`config.mk`:
```
export PLATFORM = sky130hd
export DESIGN_NAME = las_cell
export DESIGN_NICKNAME = d
export VERILOG_FILES = /design/src/design/las_pkg.sv /design/src/design/las_cell.sv
export SDC_FILE = /design/constraint.sdc
export NUM_CORES = 1
export LEC_CHECK = 0
export BUFFER_PORTS_ARGS = -buffer_cell sky130_fd_sc_hd__buf_2
export CORE_MARGIN = 2
export CORE_UTILIZATION = 60
export DETAILED_ROUTE_END_ITERATION = 10
export GPL_TIMING_DRIVEN = 0
export PLACE_DENSITY = 0.95
export SKIP_CTS_REPAIR_TIMING = 1
export SLEW_MARGIN = 15
export SYNTH_ARGS = -nofsm -noshare
export SYNTH_HDL_FRONTEND = slang
export SYNTH_SLANG_ARGS = --single-unit
```
`constraint.sdc`:
```
create_clock -name clock -period 27.3 [get_ports clock]
set_clock_uncertainty 0.2 [all_clocks]
set_input_delay 1.365 -clock clock [delete_from_list [all_inputs] [get_ports clock]]
set_output_delay 1.365 -clock clock [all_outputs]
set_load 0.02 [all_outputs]
```
`src/design/las_pkg.sv`:
```
// Package for the local alignment score block: payload structs, chain token
// and wavefront types, action and register codes. No dependencies.
package las_pkg;

   localparam int unsigned BASE_W  = 8;
   localparam int unsigned SCORE_W = 11;
   localparam int unsigned RSP_W   = 12;
   localparam int unsigned COEF_W  = 4;
   localparam int unsigned CALC_W  = 13;

   localparam logic [SCORE_W-1:0] SCORE_CAP  = 11'd2047;
   localparam logic [RSP_W-1:0]   SCORE_NONE = 12'hFFF;

   // action codes of an input beat
   localparam logic [1:0] ACT_APPEND = 2'd0;
   localparam logic [1:0] ACT_REF    = 2'd1;
   localparam logic [1:0] ACT_CLEAR  = 2'd2;

   // register indexes
   localparam logic [1:0] CSR_MATCH    = 2'd0;
   localparam logic [1:0] CSR_MISMATCH = 2'd1;
   localparam logic [1:0] CSR_GAP      = 2'd2;

   localparam logic [COEF_W-1:0] MATCH_RESET    = 4'd2;
   localparam logic [COEF_W-1:0] MISMATCH_RESET = 4'd1;
   localparam logic [COEF_W-1:0] GAP_RESET      = 4'd1;

   typedef struct packed {
      logic [1:0]        action;
      logic [BASE_W-1:0] base;
      logic              last;
   } req_type;

   typedef struct packed {
      logic signed [RSP_W-1:0] score;
      logic                    query_truncated;
   } rsp_type;

   typedef struct packed {
      logic [COEF_W-1:0] match_score;
      logic [COEF_W-1:0] mismatch_penalty;
      logic [COEF_W-1:0] gap_penalty;
   } cfg_type;

   // command token that walks down the chain, one cell per cycle while the chain advances
   typedef struct packed {
      logic              vld;
      logic [1:0]        kind;
      logic [BASE_W-1:0] base;
      logic              last;
      logic              trunc;
   } tok_type;

   // wavefront data riding with a reference token
   typedef struct packed {
      logic [SCORE_W-1:0] up;
      logic [SCORE_W-1:0] diag;
      logic               hit;
      logic [SCORE_W-1:0] colmax;
   } wave_type;

endpackage

```
`src/design/las_cell.sv`:
```
// One systolic cell: holds one query base and its score column entry.
// Depends on las_pkg.
module las_cell #(
   parameter int unsigned IDX_W      = 7,
   parameter int unsigned CELL_INDEX = 0
) (
   input  logic               clock,
   input  logic               reset,
   input  logic               advance,
   input  las_pkg::cfg_type   cfg,
   input  las_pkg::tok_type   tok_i,
   input  logic [IDX_W-1:0]   idx_i,
   input  las_pkg::wave_type  wave_i,
   output las_pkg::tok_type   tok_o,
   output logic [IDX_W-1:0]   idx_o,
   output las_pkg::wave_type  wave_o
);

   localparam logic [IDX_W-1:0] MY_IDX = IDX_W'(CELL_INDEX);

   las_pkg::tok_type                   tok_ff;
   logic [IDX_W-1:0]                   idx_ff;
   las_pkg::wave_type                  wave_ff, wave_in;
   logic [las_pkg::BASE_W-1:0]         base_ff, base_in;
   logic                               occ_ff, occ_in;
   logic [las_pkg::SCORE_W-1:0]        h_ff, h_in;
   logic [las_pkg::SCORE_W-1:0]        h_new;
   logic signed [las_pkg::CALC_W-1:0]  diag_s, up_s, left_s, gap_s, sub_s;
   logic signed [las_pkg::CALC_W-1:0]  cand, h_s;
   logic                               is_ref;

   always_comb begin
      diag_s = $signed({2'b00, wave_i.diag});
      up_s   = $signed({2'b00, wave_i.up});
      left_s = $signed({2'b00, h_ff});
      gap_s  = $signed({9'd0, cfg.gap_penalty});
      if (base_ff == tok_i.base) begin
         sub_s = $signed({9'd0, cfg.match_score});
      end else begin
         sub_s = -$signed({9'd0, cfg.mismatch_penalty});
      end
      h_s  = diag_s + sub_s;
      cand = up_s - gap_s;
      if (cand > h_s) begin
         h_s = cand;
      end
      cand = left_s - gap_s;
      if (cand > h_s) begin
         h_s = cand;
      end
      if (h_s < 0) begin
         h_new = '0;
      end else if (h_s > $signed({2'b00, las_pkg::SCORE_CAP})) begin
         h_new = las_pkg::SCORE_CAP;
      end else begin
         h_new = h_s[las_pkg::SCORE_W-1:0];
      end
   end

   assign is_ref = tok_i.vld && (tok_i.kind == las_pkg::ACT_REF) && occ_ff;

   always_comb begin
      base_in = base_ff;
      occ_in  = occ_ff;
      h_in    = h_ff;
      if (tok_i.vld) begin
         case (tok_i.kind)
            las_pkg::ACT_APPEND: begin
               if (idx_i == MY_IDX) begin
                  base_in = tok_i.base;
                  occ_in  = 1'b1;
                  h_in    = '0;
               end
            end
            las_pkg::ACT_REF: begin
               // zero the column once the window closes
               if (occ_ff) begin
                  h_in = tok_i.last ? '0 : h_new;
               end
            end
            las_pkg::ACT_CLEAR: begin
               occ_in = 1'b0;
               h_in   = '0;
            end
            default: begin
            end
         endcase
      end
   end

   always_comb begin
      wave_in = wave_i;
      if (is_ref) begin
         wave_in.up   = h_new;
         wave_in.diag = h_ff;
         wave_in.hit  = 1'b1;
         if (wave_i.hit && (wave_i.colmax > h_new)) begin
            wave_in.colmax = wave_i.colmax;
         end else begin
            wave_in.colmax = h_new;
         end
      end
   end

   always_ff @(posedge clock) begin
      if (reset) begin
         tok_ff <= '0;
         occ_ff <= 1'b0;
         h_ff   <= '0;
      end else if (advance) begin
         tok_ff <= tok_i;
         occ_ff <= occ_in;
         h_ff   <= h_in;
      end
   end

   always_ff @(posedge clock) begin
      if (advance) begin
         idx_ff  <= idx_i;
         wave_ff <= wave_in;
         base_ff <= base_in;
      end
   end

   assign tok_o  = tok_ff;
   assign idx_o  = idx_ff;
   assign wave_o = wave_ff;

endmodule

```
After elaboration in Yosys (flattened, before gate mapping). Index checks and enable logic that the tools add are counted.

Flip-flop bits (word level): 74. Word-level logic and storage cells: 50. Input bits: 69.

Eq/ne operators: 5. $lt $le $gt $ge: 5. Reduce and logical (&&, ||, !) cells: 10. Mux-type cells: 13. $add $sub $neg: 4.

Operators with widths (count): $mux 11 (6); $mux 13 (3); $mux 34 (1); $pmux 11 s3 (1); $gt 12x13->1 (2); $sub 11x4->12 (2); $add 12x13->13 (1); $gt 13x12->1 const B (1); $lt 13x1->1 const B (1); $neg 4->13 (1); $gt 11x11->1 (1); $eq 8x8->1 (1); $reduce_and 4->1 (2); $logic_not 7->1 (1); $reduce_and 5->1 (1); $ne 2x2->1 const B (2); $logic_and 1x1->1 (3); $reduce_bool 3->1 (1); $eq 2x1->1 const B (1); $eq 2x2->1 const B (1); $logic_not 2->1 (1); $pmux 1 s2 (1); $reduce_bool 2->1 (1); $mux 1 (1).

Logic depth before layout (Yosys ltp).
Depth in word-level cells: 14. Gate-level depth with buffers: 45.

Least setup slack after synthesis. Ideal clock, no wire load.

Kind: input port to flip-flop. From: input port tok_i[4] in the netlist's numbering. To: register wave_ff (netlist bit wave_o[10]) (data pin). Arrival: 9818 ps. Setup time: 256 ps. Setup slack: 17026 ps. Stages on the path: 40. Data required time: 26844 ps. Path through: xnor2_1 > nand4_1 > nor2_1 > clkbuf_1 > nor2_1 > ha_1 > and2_4 > a221o_1 > or4_4 > a211oi_1 > or2_1 > inv_2 > ha_1 > clkbuf_1 > nand2_1 > nor3_1 > o311a_1 > o31a_1 > [... 4 more ...] > ha_1 > nand4_1 > nor3_1 > a21oi_1 > nand4_1 > or3b_2 > dlygate4sd1_1 > a21oi_2 > nand2_1 > ha_1 > nor2b_1 > o21ai_0 > nand2b_1 > a21oi_1 > o2111ai_1 > a21o_1 > dlygate4sd3_1 > a22o_1.

RTL lines: start, declared (RTL line las_cell.sv:11) `input las_pkg::tok_type tok_i,`; end signal, assigned (RTL line las_cell.sv:120) `wave_ff <= wave_in;`; end, declared (RTL line las_cell.sv:23) `las_pkg::wave_type wave_ff, wave_in;`.

==> impl_results.md <==
* Maximum buffer depth of the clock tree at 2
* Tcrit/Tclk final at 43.4%
* Final Max Slew Viols at 0
* Run status: finished clean
* Fin crit period at 11860 ps
* Crit path DAT at 11780 ps
* IO buf count at 121
* Num CTS Buffers at 9
* Initial antenna violation count at 0
* Pleak at 0.00279 µW
* Hold path endpoint: h_ff[0]
* Hold Path Depth at 1
* Root Buffer: clkbuf_8
* Max Cap Violations at 0
* WL/cell at 19.0 µm
* Cell area after synthesis at 5430 µm²
* Dpl hpwl at 11900 µm
* Layout Nets at 817
* Reg clk slew, reported paths at 80 ps
* Worst path required time at 27220 ps
* Synth Net Count at 685
* Via-per-instance ratio at 6.45
* PnR worst setup slack at 15440 ps
* H-tree Lvls at 3
* Syn Inst Count at 554
* Setup TNS Final at 0 ps
* EDFF count, synth at 49
* Share of cells above drive strength 1 at 24.9%
* Critical path launch point: tok_i[8]
* DRT Pass-1 Iters at 5
* Worst slew pin tran at 989 ps
* Maximum VDD drop at 0.0509 mV
* Worst path slowest cell: nor3b_1
* GRT overflow at 0
* First-pass GRT wire length at 23900 µm
* Final ANT Viol Nets at 0
* Chip Height at 99.2 µm
* GR peak layer: met2
* Initial DRC Count at 546
* Placer Congestion at 0.985
* Final setup violation count at 0
* Cell Pwr Density at 56.0 nW/µm²
* Top FF cell, synth: edfxtp_1
* Setup crit start kind: input pin
* Clk_lat worst skew at 360 ps
* Syn avg cell area at 9.81 µm²
* Endpoint class of the critical path: register
* Seq cells post-synth at 74
* # rows at 34
* Tot GR Track Use at 30.9%
* Reg2reg setup slack at 16180 ps
* Worst slew margin at 33.1%
* Via count at 5153
* Most common cell after layout, fill and taps aside: buf_2
* Number of clock sinks at 74
* RR Endpoint: wave_o[10]
* Number of global-route vias before repair at 4961
* # fillers at 656
* Yosys Warn Count at 0
* Seq/Total Area, Yosys at 36.3%
* Die ar. at 9830 µm²
* HP Class: register to register
* CTS tree: built
* Distinct cells, synth at 73
* Commonest cells after routing, fill and taps aside: buf_2, ha_1, edfxtp_1
* Met1 Use GR at 40.6%
* GRT met3 Usage at 6.89%
* Crit path largest cell delay at 780 ps
* Area growth syn-to-layout at 17.1%
* Fin. Hold Viols at 0
* Pin count of the biggest net entering global routing at 43
* Post-Route WL at 15200 µm
* Fmax at 0.0843 GHz
* Core ar. at 8760 µm²
* Drc violations at 0
* Worst-path fanout max at 10
* Global Route met2 Usage at 49.1%
* # diodes at 0
* Worst Setup Path Type: input pin to register
* CP bufs+invs at 7
* # IOs at 123
* Launch point of the worst hold path: h_ff[0]
* Initial Util at 62.0%
* Ys async rst share at 0%
* RSZ-0062 raised after global routing: false
* Reg-to-Reg Start: base_ff[6]
* Die width at 99.2 µm
* Reg2reg path depth at 37
* CP delay by family, top: simple AND/OR/NAND/NOR gates
* Pre-CTS setup slack at 15330 ps
==> layout make-up <==
type	count	area, µm²	share of cell area, %
clock buffers	12	155	2.44
inverters	25	93.8	1.48
repair buffers	121	606	9.52
clock inverters	4	25.0	0.393
well taps	108	135	2.12
multi-input cells	439	3290	51.7
plain buffers	16	86.3	1.36
flip-flops and latches	74	1970	31.0
==> synthesized netlist by cell type (2+ instances only) <==
master	n	area share [%]
a2111oi_0	2	0.32
a211o_2	2	0.37
a211oi_1	6	0.83
a21o_1	7	0.97
a21oi_1	37	3.4
a21oi_2	2	0.32
a221o_1	2	0.37
a221oi_1	2	0.32
a22o_1	21	3.4
a31oi_1	4	0.46
and2_1	4	0.46
buf_6	2	0.41
clkbuf_1	11	0.76
dfxtp_1	25	9.2
edfxtp_1	49	27
fa_1	3	1.1
ha_1	59	14
inv_1	24	1.7
mux2_2	16	3.3
mux2i_1	12	2.2
nand2_1	43	3.0
nand2b_1	6	0.69
nand3_1	7	0.64
nand3b_1	2	0.28
nand4_1	11	1.3
nor2_1	47	3.2
nor2b_1	7	0.81
nor3_1	14	1.3
nor3b_1	3	0.41
nor4_1	6	0.69
o21a_1	7	0.97
o21ai_0	19	1.7
o21ai_1	6	0.55
o21ai_2	2	0.32
o21bai_1	4	0.55
o311a_1	2	0.37
o311ai_0	2	0.32
o31a_1	3	0.48
o31ai_1	3	0.41
or2_2	3	0.35
or3_1	3	0.35
or4_1	4	0.55
xnor2_1	17	2.7
xor2_1	14	2.3
==> power by group <==
| part | switching, µW | leakage [µW] | internal (µW) | total, µW |
|---|---|---|---|---|
| sequential | 1.79 | 0.000677 | 126 | 128 |
| clock | 42.3 | 0.0000971 | 38.1 | 80.3 |
| combinational | 93.4 | 0.00201 | 55.2 | 149 |
| total | 137 | 0.00279 | 219 | 357 |
==> per-layer routing <==
metal  share of wire [%]  vias to the layer above
li1                    -                     2362
met1                  40                     2402
met2                  46                      330
met3                  11                       59
met4                 4.0                        0
met5                   0                        -
==> sequential cells by signal (all words and copies together) (netlist names) <==
name,cells
tok_o,13
h_ff,11
idx_o,7
wave_o,34
base_ff,8
occ_ff,1
==> cell families (layout without fill, tap and decap cells) <==
| logic type | count (synthesis) | in the layout | synth area share (%) |
|---|---|---|---|
| flops | 74 | 74 | 36.3 |
| buf+inv | 41 | 178 | 3.32 |
| compound gates | 147 | 147 | 19.4 |
| mux | 28 | 28 | 5.53 |
| xor+xnor | 31 | 31 | 5.00 |
| simple gates | 171 | 171 | 15.8 |
| fa+ha+maj | 62 | 62 | 14.7 |
==> worst register-to-register path: cells and delay by family (launching register included) <==
kind | cells | cell delay (ps)
adder cells (fa/ha/maj) | 4 | 1310
XOR/XNOR | 1 | 180
buffers and inverters | 6 | 1910
AND/OR/NAND/NOR | 15 | 3900
AO/OA/AOI/OAI | 11 | 3000
flip-flops | 1 | 390
==> stage by stage <==
stage	cell area (µm²)	power [µW]	hold slack [ps]	cells	util (%)
6_report	6360	357	296	799	72.6
5_1_grt	6360	374	322	799	72.6
4_1_cts	6360	352	289	799	72.6
3_5_place_dp	6180	273	271	783	70.5
3_3_place_gp	6170	265	262	783	70.5
2_1_floorplan	5430	228	242	554	-
==> how the worst max path moves through the flow <==
stage,end,slack (ps),cells past startpoint
global placement,wave_o[5],15530,41
finish,wave_o[10],15440,38
global route,wave_o[10],14790,38
CTS,wave_o[10],15670,38
floorplan,wave_o[10],17030,40
detailed placement,wave_o[10],15330,38
No activity file was read; power rests on OpenSTA's default activity.
